===== src/hw/rtl/cbm_pkg.sv =====
package cbm_pkg;

    localparam int DEF_MAX_WIDTH = 4096;
    localparam int DEF_MAX_BLOCK = 64;
    localparam int HEIGHT_LIMIT  = 4096;

    localparam int PIX_W      = 8;
    localparam int MEAN_W     = 8;
    localparam int IDX_W      = 12;
    localparam int ROW_W      = 12;
    localparam int CFG_IDX_W  = 2;
    localparam int CFG_DATA_W = 13;
    localparam int BS_CFG_W   = 7;
    localparam int DIM_CFG_W  = 13;
    localparam int FIFO_DEPTH = 16;

    localparam logic [CFG_IDX_W-1:0] REG_BLOCK_SIZE   = 2'd0;
    localparam logic [CFG_IDX_W-1:0] REG_IMAGE_WIDTH  = 2'd1;
    localparam logic [CFG_IDX_W-1:0] REG_IMAGE_HEIGHT = 2'd2;

    localparam logic [BS_CFG_W-1:0]  RST_BLOCK_SIZE   = 7'd8;
    localparam logic [DIM_CFG_W-1:0] RST_IMAGE_WIDTH  = 13'd640;
    localparam logic [DIM_CFG_W-1:0] RST_IMAGE_HEIGHT = 13'd480;

    typedef struct packed {
        logic [IDX_W-1:0] row;
        logic [IDX_W-1:0] col;
        logic             done;
    } t_tag;

    typedef struct packed {
        logic [MEAN_W-1:0] mean;
        t_tag              tag;
    } t_result;

endpackage


===== src/hw/rtl/cbm_div_pipe.sv =====
module cbm_div_pipe #(
    parameter int NUM_W = 20,
    parameter int DEN_W = 14
) (
    input  logic                       i_clk,
    input  logic                       i_rst_n,
    input  logic                       i_valid,
    input  logic [NUM_W-1:0]           i_num,
    input  logic [DEN_W-1:0]           i_den,
    input  cbm_pkg::t_tag              i_tag,
    output logic                       o_valid,
    output logic [cbm_pkg::MEAN_W-1:0] o_quot,
    output cbm_pkg::t_tag              o_tag
);

    localparam int QW = cbm_pkg::MEAN_W;
    localparam int WW = NUM_W + QW;

    logic [NUM_W-1:0]    r_rem [QW];
    logic [QW-1:0]       r_q   [QW];
    logic [DEN_W-1:0]    r_den [QW];
    cbm_pkg::t_tag       r_tag [QW];
    logic [QW-1:0]       r_vld;

    for (genvar k = 0; k < QW; k++) begin : g_stage
        localparam int SH = QW - 1 - k;
        logic [NUM_W-1:0] rem_in;
        logic [QW-1:0]    q_in;
        logic [DEN_W-1:0] den_in;
        cbm_pkg::t_tag    tag_in;
        logic             vld_in;
        logic [WW-1:0]    trial;
        logic [WW-1:0]    diff;
        logic             take;

        if (k == 0) begin : g_first
            assign rem_in = i_num;
            assign q_in   = '0;
            assign den_in = i_den;
            assign tag_in = i_tag;
            assign vld_in = i_valid;
        end else begin : g_next
            assign rem_in = r_rem[k-1];
            assign q_in   = r_q[k-1];
            assign den_in = r_den[k-1];
            assign tag_in = r_tag[k-1];
            assign vld_in = r_vld[k-1];
        end

        assign trial = WW'(den_in) << SH;
        assign take  = WW'(rem_in) >= trial;
        assign diff  = WW'(rem_in) - trial;

        always_ff @(posedge i_clk) begin
            if (!i_rst_n) begin
                r_vld[k] <= 1'b0;
            end else begin
                r_vld[k] <= vld_in;
            end
        end

        always_ff @(posedge i_clk) begin
            r_rem[k] <= take ? diff[NUM_W-1:0] : rem_in;
            r_q[k]   <= take ? (q_in | (QW'(1) << SH)) : q_in;
            r_den[k] <= den_in;
            r_tag[k] <= tag_in;
        end
    end

    assign o_valid = r_vld[QW-1];
    assign o_quot  = r_q[QW-1];
    assign o_tag   = r_tag[QW-1];

endmodule


===== config.mk =====
export PLATFORM = sky130hd
export DESIGN_NAME = cbm_div_pipe
export DESIGN_NICKNAME = d
export VERILOG_FILES = /design/src/hw/rtl/cbm_pkg.sv /design/src/hw/rtl/cbm_div_pipe.sv
export SDC_FILE = /design/constraint.sdc
export NUM_CORES = 1
export LEC_CHECK = 0
export ABC_AREA = 1
export BUFFER_PORTS_ARGS = -buffer_cell sky130_fd_sc_hd__buf_2
export CAP_MARGIN = 20
export CORE_ASPECT_RATIO = 1.25
export CORE_MARGIN = 1
export CORE_UTILIZATION = 45
export CTS_BUF_LIST = sky130_fd_sc_hd__clkbuf_4 sky130_fd_sc_hd__clkbuf_8
export CTS_CLUSTER_SIZE = 28
export DETAILED_ROUTE_END_ITERATION = 10
export HOLD_SLACK_MARGIN = 0.08
export PLACE_DENSITY = 0.67
export SYNTH_ARGS = -nofsm -noshare
export SYNTH_HDL_FRONTEND = slang
export SYNTH_SLANG_ARGS = --single-unit

===== constraint.sdc =====
create_clock -name i_clk -period 3.3 [get_ports i_clk]
set_input_delay 0 -clock i_clk [delete_from_list [all_inputs] [get_ports i_clk]]
set_output_delay 0 -clock i_clk [all_outputs]
set_load 0.02 [all_outputs]

==> summary.md <==
| Metric | Value |
|---|---|
| Most frequent cell after synthesis | nand2_1 |
| Largest net degree at the start of global routing | 27 |
| Synth-to-layout area growth | 20.2% |
| Setup WS pre-CTS | 1030 ps |
| Synth Cell Area | 18300 um^2 |
| Die height | 227 um |
| VDD IR max | 0.000308 V |
| Top post-synthesis cells by count | nand2_1 (540), dfxtp_1 (482), inv_1 (290) |
| Final Hold Fails | 0 |
| Total global-route track usage | 20.5% |
| Initial Util | 45.7% |
| Final setup vio count | 0 |
| Cell count after placement | 2675 |
| HPWL Detailed | 31.6 mm |
| Crit-path max cell delay | 550 ps |
| Synth async-reset ratio | 0% |
| Worst Hold End | r_rem[0][7] |
| TritonCTS clock tree | done |
| Number of library cell types mapped by synthesis | 44 |
| Mapped Nets | 2270 |
| PnR worst setup slack | 587 ps |
| Worst-Margin Slew | 584 ps |
| First-pass GRT wire length | 67.1 mm |
| Crit path time final | 2710 ps |
| Combinational power share | 35.5% |
| MaxCap Viol Count | 0 |
| Die Width | 182 um |
| Seq pwr share | 38.1% |
| Post-synthesis average cell area | 8.74 um^2 |
| Synth Register Bits | 482 |
| Pre-Repair DR Iteration Count | 5 |
| Root Driver | clkbuf_8 |
| Post-synth EDFFs | 0 |
| Final slew viol count | 0 |
| Cell taking the most area after synthesis | dfxtp_1 |
| Crit path DAT | 3210 ps |
| Period utilization | 82.2% |
| Hold Path Class | in2reg |
| Yosys warning total | 0 |
| Core Region | 40000 um^2 |
| Routed WL per cell | 14.0 um |
| Antenna-violating nets left | 0 |
| Pwr Density | 885 nW/um^2 |
| Worst hold margin | 205 ps |
| CTS HTree Levels | 3 |
| Most frequent CP cell | dlygate4sd3_1 |
| Initial DRC Count | 391 |
| Worst path required time | 3790 ps |
| Crit-path slowest cell | dlygate4sd3_1 |
| Floorplan row count | 82 |
| CTS buffer count | 74 |
| CP startpoint kind | input pin |
| PostCTS Resize Cnt | 0 |
| Fin Clk Skew | 27.7 ps |
| FF-to-FF End | r_rem[1][12] |
| Vias per cell | 4.79 |
| CP endpoint kind | flip-flop |
| Top cells by area, synth | dfxtp_1 (53%), nand2_1 (11%), ha_1 (7.6%) |
| Top cell type's share of synthesized area | 52.8% |
| Worst rel slew slack | 61.0% |
| Sequential share of the synthesized area | 52.8% |
| Buffers on Ports | 95 |
| Unrepaired setup endpoints after global routing | false |
| Share of layout cells above drive strength 1 | 14.0% |
| Worst Min Path Start | i_num[7] |
| Number of remaining DRC errors | 0 |
| R2R setup slack | 980 ps |
| Grt total ovfl | 0 |
| Vias | 14000 |
| Antenna Cells | 0 |
| RePlAce Congestion | 0.921 |
| Reg2reg path depth | 10 |
| Clk slew on worst S/H paths | 60 ps |
| Clk pwr share | 26.4% |
| Post-Route Setup TNS | 0 ps |
| Sw Share | 36.5% |
| CP max FO | 8 |
| Post-Layout Cell Count | 2917 |
| Maximum clock insertion buffer count | 3 |
| Die Area | 41400 um^2 |
| Synth Flop Type | dfxtp_1 |
| Worst hold path cell count | 4 |
| I/O Pins | 96 |
| Initial antenna violation count | 0 |
| Pleak | 10.8 nW |
| Fin nets | 2543 |
| Status | finished clean |
| Number of global-route vias before repair | 14700 |
| Critical-path cell list | dlygate4sd3_1 -> buf_2 -> inv_1 -> ha_1 -> nand2_1 -> nor3_1 -> nand3b_2 -> nand4_1 -> dlygate4sd3_1 -> nand2_1 -> dlygate4sd3_1 |
| Drt total wl | 40.8 mm |
| Crit Path Category | in2reg |
| Reg2reg start | r_den[0][24] |
| NetSw | 7.08 mW |
| Gate Count Post-Synth | 2090 |
| Clk Latency, worst-skew pair | 620 ps |
| Cell Int Power | 12.3 mW |
| CTS Sinks | 482 |
| Max Fclk | 0.369 GHz |
-- layout by cell type, fill, tap and decap left out, types with 6 or more instances in the layout --
master,instances
nand3_2,10
nor2_2,8
fa_1,7
nor3_1,14
xor2_1,21
a21oi_1,81
o21ai_0,40
nand4_1,41
ha_1,111
a21oi_2,15
and2_1,6
clkbuf_4,16
buf_2,95
o21ai_2,32
nand3b_1,25
nand2_2,28
inv_1,290
dlygate4sd3_1,116
o21ai_1,11
nor2_1,140
clkinv_2,8
nand2_1,540
xnor2_1,28
nand3_1,108
clkbuf_8,94
dfxtp_1,482
-- how the worst max path moves through the flow --
stage	startpoint	end	slack, ps
global placement	r_rem[0][6]	r_rem[0][38]	1080
global route	i_num[7]	r_rem[0][18]	530
finish	i_den[10]	r_rem[0][18]	590
detailed placement	r_rem[0][6]	r_rem[0][38]	1030
CTS	i_num[17]	r_rem[0][16]	700
floorplan	r_rem[1][4]	r_rem[1][30]	1400
-- kinds of logic after synthesis --
kind of cell | share of synthesized area, %
fa+ha+maj | 8.37
simple gates | 22.5
compound gates | 6.78
flops | 52.8
buf+inv | 7.13
xor+xnor | 2.35
-- per-stage QoR --
| step | power [mW] | util [%] | cell area, um^2 |
|---|---|---|---|
| final | 19.4 | 54.9 | 22000 |
| after global routing | 20.9 | 54.9 | 22000 |
| after CTS | 19.6 | 54.9 | 22000 |
| after detailed placement | 14.3 | 48.0 | 19200 |
| after global placement | 14.1 | 48.0 | 19200 |
| after floorplan | 12.7 | - | 18300 |
-- sequential cells by signal (all words and copies together), names as in the netlist --
register        cells
r_q                36
r_den              98
g_stage.vld_in      7
o_valid             1
r_tag             200
r_rem             140
-- repair_timing --
item	CTS	global route
hold buffers	116	0
setup buffers	0	0
hold endpoints to repair	67	0
-- worst max-delay path, delay by kind of cell --
family	cells	cell delay [ps]
adder cells (fa/ha/maj)	1	340
buffers and inverters	5	1780
AND/OR/NAND/NOR	5	1090
-- per-layer routing --
metal	up-vias	GRT usage (%)	share of wire [%]	wire length, um
met5	-	0	0	0
met4	0	17.2	7.9	3240
met3	181	3.52	3.3	1330
met2	302	41.2	55	22500
met1	6324	17.4	34	13700
li1	7171	-	-	-
-- power groups by stage --
stage | sequential [mW] | combinational (mW) | clock (mW)
2_1_floorplan | 7.39 | 5.30 | 0
3_3_place_gp | 7.51 | 6.64 | 0
3_5_place_dp | 7.53 | 6.78 | 0
4_1_cts | 7.40 | 6.91 | 5.33
5_1_grt | 7.50 | 7.84 | 5.60
6_report | 7.40 | 6.90 | 5.13
-- area by class of cell --
type	instances	area [um^2]
fill	3655	18100
sequential	482	9650
inverter	296	1120
clock buffer	110	1410
clock inverter	16	169
tap	504	631
timing repair buffer	214	1660
multi-input combinational	1295	7320
No activity file was read; power rests on OpenSTA's default activity.
