`config.mk`:
```
export PLATFORM = sky130hd
export DESIGN_NAME = cbm_out_fifo
export DESIGN_NICKNAME = d
export VERILOG_FILES = /design/src/hw/rtl/cbm_pkg.sv /design/src/hw/rtl/cbm_out_fifo.sv
export SDC_FILE = /design/constraint.sdc
export NUM_CORES = 1
export LEC_CHECK = 0
export BUFFER_PORTS_ARGS = -buffer_cell sky130_fd_sc_hd__buf_2
export CORE_MARGIN = 8
export CORE_UTILIZATION = 30
export CTS_BUF_LIST = sky130_fd_sc_hd__clkbuf_2 sky130_fd_sc_hd__clkbuf_4 sky130_fd_sc_hd__clkbuf_8
export DETAILED_ROUTE_END_ITERATION = 10
export PLACE_DENSITY_LB_ADDON = 0.08
export SETUP_SLACK_MARGIN = 0.5
export SLEW_MARGIN = 25
export SYNTH_ARGS = -nofsm -noshare
export SYNTH_HDL_FRONTEND = slang
export SYNTH_SLANG_ARGS = --single-unit
```
`constraint.sdc`:
```
create_clock -name i_clk -period 3.3 [get_ports i_clk]
set_input_delay 0.495 -clock i_clk [delete_from_list [all_inputs] [get_ports i_clk]]
set_output_delay 0.495 -clock i_clk [all_outputs]
set_load 0.02 [all_outputs]
```
`src/hw/rtl/cbm_pkg.sv`:
```
package cbm_pkg;

    localparam int DEF_MAX_WIDTH = 4096;
    localparam int DEF_MAX_BLOCK = 64;
    localparam int HEIGHT_LIMIT  = 4096;

    localparam int PIX_W      = 8;
    localparam int MEAN_W     = 8;
    localparam int IDX_W      = 12;
    localparam int ROW_W      = 12;
    localparam int CFG_IDX_W  = 2;
    localparam int CFG_DATA_W = 13;
    localparam int BS_CFG_W   = 7;
    localparam int DIM_CFG_W  = 13;
    localparam int FIFO_DEPTH = 16;

    localparam logic [CFG_IDX_W-1:0] REG_BLOCK_SIZE   = 2'd0;
    localparam logic [CFG_IDX_W-1:0] REG_IMAGE_WIDTH  = 2'd1;
    localparam logic [CFG_IDX_W-1:0] REG_IMAGE_HEIGHT = 2'd2;

    localparam logic [BS_CFG_W-1:0]  RST_BLOCK_SIZE   = 7'd8;
    localparam logic [DIM_CFG_W-1:0] RST_IMAGE_WIDTH  = 13'd640;
    localparam logic [DIM_CFG_W-1:0] RST_IMAGE_HEIGHT = 13'd480;

    typedef struct packed {
        logic [IDX_W-1:0] row;
        logic [IDX_W-1:0] col;
        logic             done;
    } t_tag;

    typedef struct packed {
        logic [MEAN_W-1:0] mean;
        t_tag              tag;
    } t_result;

endpackage

```
`src/hw/rtl/cbm_out_fifo.sv`:
```
module cbm_out_fifo #(
    parameter int DEPTH = cbm_pkg::FIFO_DEPTH
) (
    input  logic                       i_clk,
    input  logic                       i_rst_n,
    input  logic                       i_push,
    input  cbm_pkg::t_result           i_data,
    input  logic                       i_pop,
    output cbm_pkg::t_result           o_data,
    output logic [$clog2(DEPTH+1)-1:0] o_count
);

    localparam int PTR_W = (DEPTH > 1) ? $clog2(DEPTH) : 1;
    localparam int CNT_W = $clog2(DEPTH + 1);

    cbm_pkg::t_result r_mem [DEPTH];
    logic [PTR_W-1:0] r_wr_ptr;
    logic [PTR_W-1:0] r_rd_ptr;
    logic [CNT_W-1:0] r_count;
    logic [PTR_W-1:0] n_wr_ptr;
    logic [PTR_W-1:0] n_rd_ptr;
    logic [CNT_W-1:0] n_count;

    always_comb begin
        n_wr_ptr = r_wr_ptr;
        n_rd_ptr = r_rd_ptr;
        n_count  = r_count;
        if (i_push) begin
            n_wr_ptr = (r_wr_ptr == PTR_W'(DEPTH - 1)) ? '0 : r_wr_ptr + PTR_W'(1);
        end
        if (i_pop) begin
            n_rd_ptr = (r_rd_ptr == PTR_W'(DEPTH - 1)) ? '0 : r_rd_ptr + PTR_W'(1);
        end
        if (i_push && !i_pop) begin
            n_count = r_count + CNT_W'(1);
        end else if (!i_push && i_pop) begin
            n_count = r_count - CNT_W'(1);
        end
    end

    always_ff @(posedge i_clk) begin
        if (!i_rst_n) begin
            r_wr_ptr <= '0;
            r_rd_ptr <= '0;
            r_count  <= '0;
        end else begin
            r_wr_ptr <= n_wr_ptr;
            r_rd_ptr <= n_rd_ptr;
            r_count  <= n_count;
        end
    end

    always_ff @(posedge i_clk) begin
        if (i_push) begin
            r_mem[r_wr_ptr] <= i_data;
        end
    end

    assign o_data  = r_mem[r_rd_ptr];
    assign o_count = r_count;

    a_no_overflow: assert property (@(posedge i_clk) disable iff (!i_rst_n)
        i_push && !i_pop |-> r_count < CNT_W'(DEPTH))
        else $error("result queue overflow");

    a_no_underflow: assert property (@(posedge i_clk) disable iff (!i_rst_n)
        i_pop |-> r_count != '0)
        else $error("result queue underflow");

endmodule

```
==> results of run 1 <==
==> final cells by class <==
class	count	area, um2
antenna	3	7.51
clock buffer	130	1590
clock inverter	47	347
fill	6290	42900
inverter	6	22.5
multi-input combinational	318	4490
sequential	545	16200
tap	882	1100
timing repair buffer	152	1830
==> cells by family after synthesis <==
kind of cell	count (synthesis)	synth area share (%)
buf+inv	54	1.34
xor+xnor	4	0.170
compound gates	79	2.74
flops	545	78.4
fa+ha+maj	10	0.642
simple gates	88	2.12
mux	137	14.6
==> timing repair <==
action                     4_1_cts  5_1_grt
hold buffers                     0        0
pin swaps                       19       33
gates cloned                     7        4
resized for setup               57       68
buffers inserted                21        5
setup endpoints to repair       33       33
==> cells in the mapped netlist (2+ instances only) <==
| cell type | instances |
|---|---|
| a21oi_1 | 4 |
| a22oi_1 | 66 |
| and2_1 | 25 |
| buf_1 | 5 |
| buf_2 | 8 |
| buf_6 | 8 |
| clkbuf_1 | 26 |
| dfxtp_1 | 17 |
| edfxtp_1 | 528 |
| ha_1 | 9 |
| inv_1 | 6 |
| mux2i_1 | 4 |
| mux4_2 | 132 |
| nand2_1 | 40 |
| nand2b_1 | 2 |
| nand3_1 | 5 |
| nor2_1 | 6 |
| nor2b_1 | 4 |
| o21ai_0 | 6 |
| xnor2_1 | 3 |
==> final timing paths <==
check	from	end	slack, ns	cells after the start
hold reg to reg	o_count[4]$_SDFFE_PN0P_	o_count[4]$_SDFFE_PN0P_	0.48	2
setup / recovery	flop	o_data[12]	0.30	8
hold / removal	i_data[11]	r_mem[8][11]$_DFFE_PP_	0.19	1
setup reg to reg	r_wr_ptr[1]$_SDFFE_PN0P_	r_mem[11][21]$_DFFE_PP_	1.26	3
==> registers in the layout, indices dropped and copies added, names as in the netlist, named ones only <==
register,cells
o_count,5
r_mem,528
r_rd_ptr,4
r_wr_ptr,4
==> through the flow <==
| stage | cells | power, W | hold slack (ns) |
|---|---|---|---|
| global placement | 1866 | 0.00881 | 0.468 |
| finish | 2083 | 0.0151 | 0.189 |
| detailed placement | 1866 | 0.00881 | 0.473 |
| floorplan | 917 | 0.00843 | 0.499 |
| CTS | 2071 | 0.0153 | 0.0972 |
| global route | 2081 | 0.0157 | 0.134 |
==> critical path: stages (launching register included) <==
cell and delay, ns:
dfxtp_4 0.38, buf_12 0.13, buf_16 0.15, buf_12 0.14, buf_12 0.12, mux4_2 0.50
a22oi_2 0.16, nand2_1 0.09, buf_6 0.14
==> power breakdown <==
| group | switching [W] | total, W | internal (W) |
|---|---|---|---|
| Sequential | 0.0000362 | 0.00771 | 0.00768 |
| Combinational | 0.000605 | 0.00114 | 0.000538 |
| Clock | 0.00280 | 0.00626 | 0.00347 |
| Total | 0.00344 | 0.0151 | 0.0117 |
==> placed cells by master, fill, tap and decap left out, types with 3 or more instances in the layout <==
cell type | synthesis | routed
nand2_1 | 40 | 27
inv_1 | 6 | 6
dfxtp_1 | 17 | 15
buf_12 | 0 | 34
clkbuf_16 | 0 | 4
mux2i_1 | 4 | 4
xnor2_1 | 3 | 3
ha_1 | 9 | 9
a22oi_1 | 66 | 22
clkinv_1 | 0 | 24
edfxtp_1 | 528 | 528
o21ai_0 | 6 | 6
buf_2 | 8 | 52
buf_16 | 0 | 11
a22oi_2 | 0 | 44
a21oi_1 | 4 | 4
bufinv_16 | 0 | 4
clkbuf_8 | 0 | 98
clkinv_2 | 0 | 12
nand2_2 | 0 | 13
diode_2 | 0 | 3
nor2_1 | 6 | 5
clkbuf_4 | 0 | 32
buf_4 | 1 | 30
and2_2 | 0 | 17
mux4_2 | 132 | 132
nand3_1 | 5 | 5
buf_6 | 8 | 19
and2_1 | 25 | 8
==> routing by layer <==
metal | track usage, % | vias to the layer above
li1 | - | 4320
met1 | 19.4 | 5430
met2 | 23.5 | 214
met3 | 2.54 | 83
met4 | 4.44 | 0
met5 | 0 | -
==> results.json, run 1 <==
{
  "status": "finished, final reports clean",
  "gr-usage-all-layers_pct": 14.3,
  "yosysTopAreaCell": "edfxtp_1",
  "final_core_util_pct": 37.4,
  "leakage_nw": 8.22,
  "fin_ws_ns": 0.298,
  "synthArstFlopShare_pct": 0,
  "hold_class": "in -> reg",
  "antenna_found_initial": 4,
  "irDropWorstVdd_v": 0.000289,
  "worstSkewPairLatency_ns": 0.69,
  "cts_inserted_buffers": 96,
  "cts_tree": "done",
  "syn2layout_area_growth_pct": 23.8,
  "cts_sinks": 545,
  "period_share_pct": 91.0,
  "pin_count": 75,
  "dr.pass1.iters": 4,
  "initial_core_util_pct": 30.2,
  "synth_cell_types": 33,
  "power.density_nw_per_um2": 591,
  "htreeDepth": 3,
  "max_clock_freq_mhz": 333,
  "syn_inst": 917,
  "ys_warn_count": 0,
  "wl_met1_um": 25500,
  "clock_path_buffers": 3,
  "path_class": "reg -> out",
  "slew_headroom_pct": 48.2,
  "wirelength_um": 56000,
  "die_w_um": 278,
  "fin_skew_ns": 0.0376,
  "dominantRegCellSynth": "edfxtp_1",
  "critical_path_arrival_ns": 2.51,
  "dieArea_um2": 77600,
  "dieHeight_um": 278,
  "via_per_inst": 4.82,
  "fin_crit_ns": 3.00,
  "synth_seq_cells": 545,
  "yosysTopAreaCellShare_pct": 76.7,
  "via_count": 10047,
  "synth_edf_count": 528,
  "synth_nets": 964,
  "grt_max_degree": 44,
  "tns_ns": 0,
  "ant_nets": 0,
  "worstSetupEndpointType": "output port",
  "wl_per_cell_um": 26.9,
  "synth.area.top_cells": "edfxtp_1, mux4_2, a22oi_1",
  "drive_gt1_share_pct": 43.2,
  "clockRootBuffer": "clkbuf_8",
  "worstPathMaxFanout": 6,
  "ys_seq_area_share_pct": 78.4,
  "dp_hpwl_um": 28700,
  "core_area_um2": 68500,
  "drt_iter0_drc": 653,
  "drcViolationCount": 0,
  "num-nets-final": 1166,
  "place_ws_ns": 0.731,
  "tightest_slew_ns": 0.777,
  "rows": 96,
  "overflow": 0,
  "finalHoldViolations": 0,
  "dr_wl_met2_um": 27300,
  "drv_cap": 0,
  "port_buffers": 74,
  "grt_pass1_wl_um": 79800,
  "slew_violations": 0,
  "syn-cell-area_um2": 20700,
  "place_area_um2": 22600,
  "clk_pin_slew_ns": 0.06,
  "cp_data_required_time_ns": 2.80,
  "wl_met3_um": 2070,
  "first_global_vias": 10818,
  "start_kind": "flop",
  "gp_congestion": 0.679,
  "rsz0062_at_grt": "yes",
  "setup_viol": 0,
  "syn_avg_cell_area_um2": 22.5,
  "routed.top_layer": "met4",
  "fin_area_um2": 25600
}
Note: power is estimated with default switching activity, not from simulation.
==> run 2: changes to the inputs <==
- clock period: 3.3 -> 2.8 ns (I/O delays scaled with it)
==> results.json, run 2 (synthesis gave the netlist of run 1 again) <==
{
  "status": "finished, violations left",
  "violations": "negative setup slack",
  "overflow": 0,
  "critPathBufInv": 4,
  "largest_register": "r_mem",
  "period_share_pct": 103,
  "core_area_um2": 68500,
  "via_count": 9911,
  "num-nets-final": 1163,
  "clock_path_buffers": 3,
  "finalNonFillerCells": 2068,
  "clockRootBuffer": "clkbuf_8",
  "fin_ws_ns": -0.0715,
  "power.density_nw_per_um2": 688,
  "irDropWorstVdd_v": 0.000318,
  "drv_cap": 0,
  "r2r_slack_ns": 0.94,
  "drive_gt1_share_pct": 43.6,
  "path_class": "reg -> out",
  "r2r-start": "r_wr_ptr[2]$_SDFFE_PN0P_",
  "die_w_um": 278,
  "slew_headroom_pct": 63.2,
  "cp_data_required_time_ns": 2.38,
  "tns_ns": -1.05,
  "slew_violations": 0,
  "hp-start": "i_data[26]",
  "drcViolationCount": 0,
  "dieArea_um2": 77600,
  "cp_top_family": "buffers and inverters",
  "gp_congestion": 0.682,
  "pin_count": 75,
  "final_common_cell": "edfxtp_1",
  "n_fill_cell": 6294,
  "via_per_inst": 4.79,
  "min_path_cells": 1,
  "cpMostUsedCell": "buf_12",
  "worstSetupEndpointType": "output port",
  "start_kind": "flop",
  "dr.pass1.iters": 5,
  "worstSkewPairLatency_ns": 0.69,
  "slowest_stage": "mux4_2",
  "dieHeight_um": 278,
  "leakage_nw": 8.12,
  "finalPower_w": 0.0175,
  "rsz0062_at_grt": "yes",
  "drt_iter0_drc": 647,
  "wirelength_um": 55600,
  "finalHoldViolations": 0,
  "slowest_delay_ns": 0.50,
  "wl_per_cell_um": 26.9,
  "timing.reg2reg.worst_path_depth": 3,
  "initial_core_util_pct": 30.2,
  "fin_crit_ns": 2.87,
  "critical_path_arrival_ns": 2.45,
  "dp_hpwl_um": 29100,
  "min_to": "r_mem[9][26]$_DFFE_PP_",
  "ctsHoldBuffers": 0,
  "antenna_found_initial": 5,
  "hold_class": "in -> reg",
  "clk_pin_slew_ns": 0.06,
  "max_clock_freq_mhz": 348,
  "cts_sinks": 545,
  "grt_pass1_wl_um": 79900,
  "port_buffers": 74,
  "fin_skew_ns": 0.0301,
  "cts_inserted_buffers": 95,
  "dp_cells": 1874,
  "gr-usage-all-layers_pct": 14.3,
  "grt_max_degree": 59,
  "first_global_vias": 10964,
  "rows": 96,
  "ant_nets": 0,
  "largest_reg_flops": 528,
  "syn2layout_area_growth_pct": 22.7,
  "tightest_slew_ns": 0.552,
  "r2r-end": "r_mem[1][20]$_DFFE_PP_",
  "htreeDepth": 3,
  "setup_viol": 30,
  "crit_chain": "buf_12, buf_12, buf_16, mux4_2, a22oi_1, nand2_1, buf_6",
  "final_cell_mix": "edfxtp_1, mux4_2, clkbuf_8, a22oi_2, buf_2",
  "cts_tree": "done",
  "worstPathMaxFanout": 7
}
## run 2: report_power, final
part / total (W) / switching (W) / leakage [nW] / internal (W)
Combinational: 0.00137 / 0.000726 / 2.25 / 0.000643
Clock: 0.00700 / 0.00322 / 0.961 / 0.00378
Sequential: 0.00909 / 0.0000406 / 4.91 / 0.00905
## run 2: final cells by class
class / count / area (um2) / share of cell area [%]
diodes: 2 / 5.00 / 0.0197
multi-input cells: 318 / 4520 / 17.8
clock buffers: 132 / 1600 / 6.32
flip-flops and latches: 545 / 16200 / 63.9
clock inverters: 33 / 191 / 0.755
repair buffers: 150 / 1710 / 6.74
inverters: 6 / 22.5 / 0.0888
well taps: 882 / 1100 / 4.35
## run 2: layer usage
metal / up-vias / part of all wire (%) / GRT usage, %
met5: - / 0.041 / 0
met4: 4 / 1.9 / 4.24
met3: 76 / 3.8 / 2.86
met2: 214 / 49 / 23.8
met1: 5330 / 45 / 18.9
li1: 4287 / - / -
## run 2: worst max path at each step
stage                            end  cells past startpoint  slack (ns)  startpoint
2_1_floorplan  r_mem[0][0]$_DFFE_PP_                      3        0.63      i_push
3_3_place_gp              o_data[13]                      5        0.35        flop
3_5_place_dp              o_data[19]                      5        0.35        flop
4_1_cts                    o_data[3]                      7       -0.21        flop
5_1_grt                    o_data[3]                      6       -0.22        flop
6_report                  o_data[12]                      7       -0.07        flop
## run 2: repair_timing
action	4_1_cts	5_1_grt
resized for setup	124	19
setup buffers	14	1
pin swaps	50	9
endpoints found under the setup margin	33	33
gates cloned	11	1
## run 2: stage by stage
| stage | hold slack, ns | instance area (um2) | worst slack [ns] | util [%] |
|---|---|---|---|---|
| floorplan | 0.499 | 20700 | 0.626 | - |
| global placement | 0.463 | 22500 | 0.348 | 32.9 |
| detailed placement | 0.466 | 22500 | 0.347 | 32.9 |
| CTS | 0.0359 | 25200 | -0.209 | 36.9 |
| global route | 0.0671 | 25400 | -0.215 | 37.0 |
| finish | 0.108 | 25400 | -0.0715 | 37.0 |
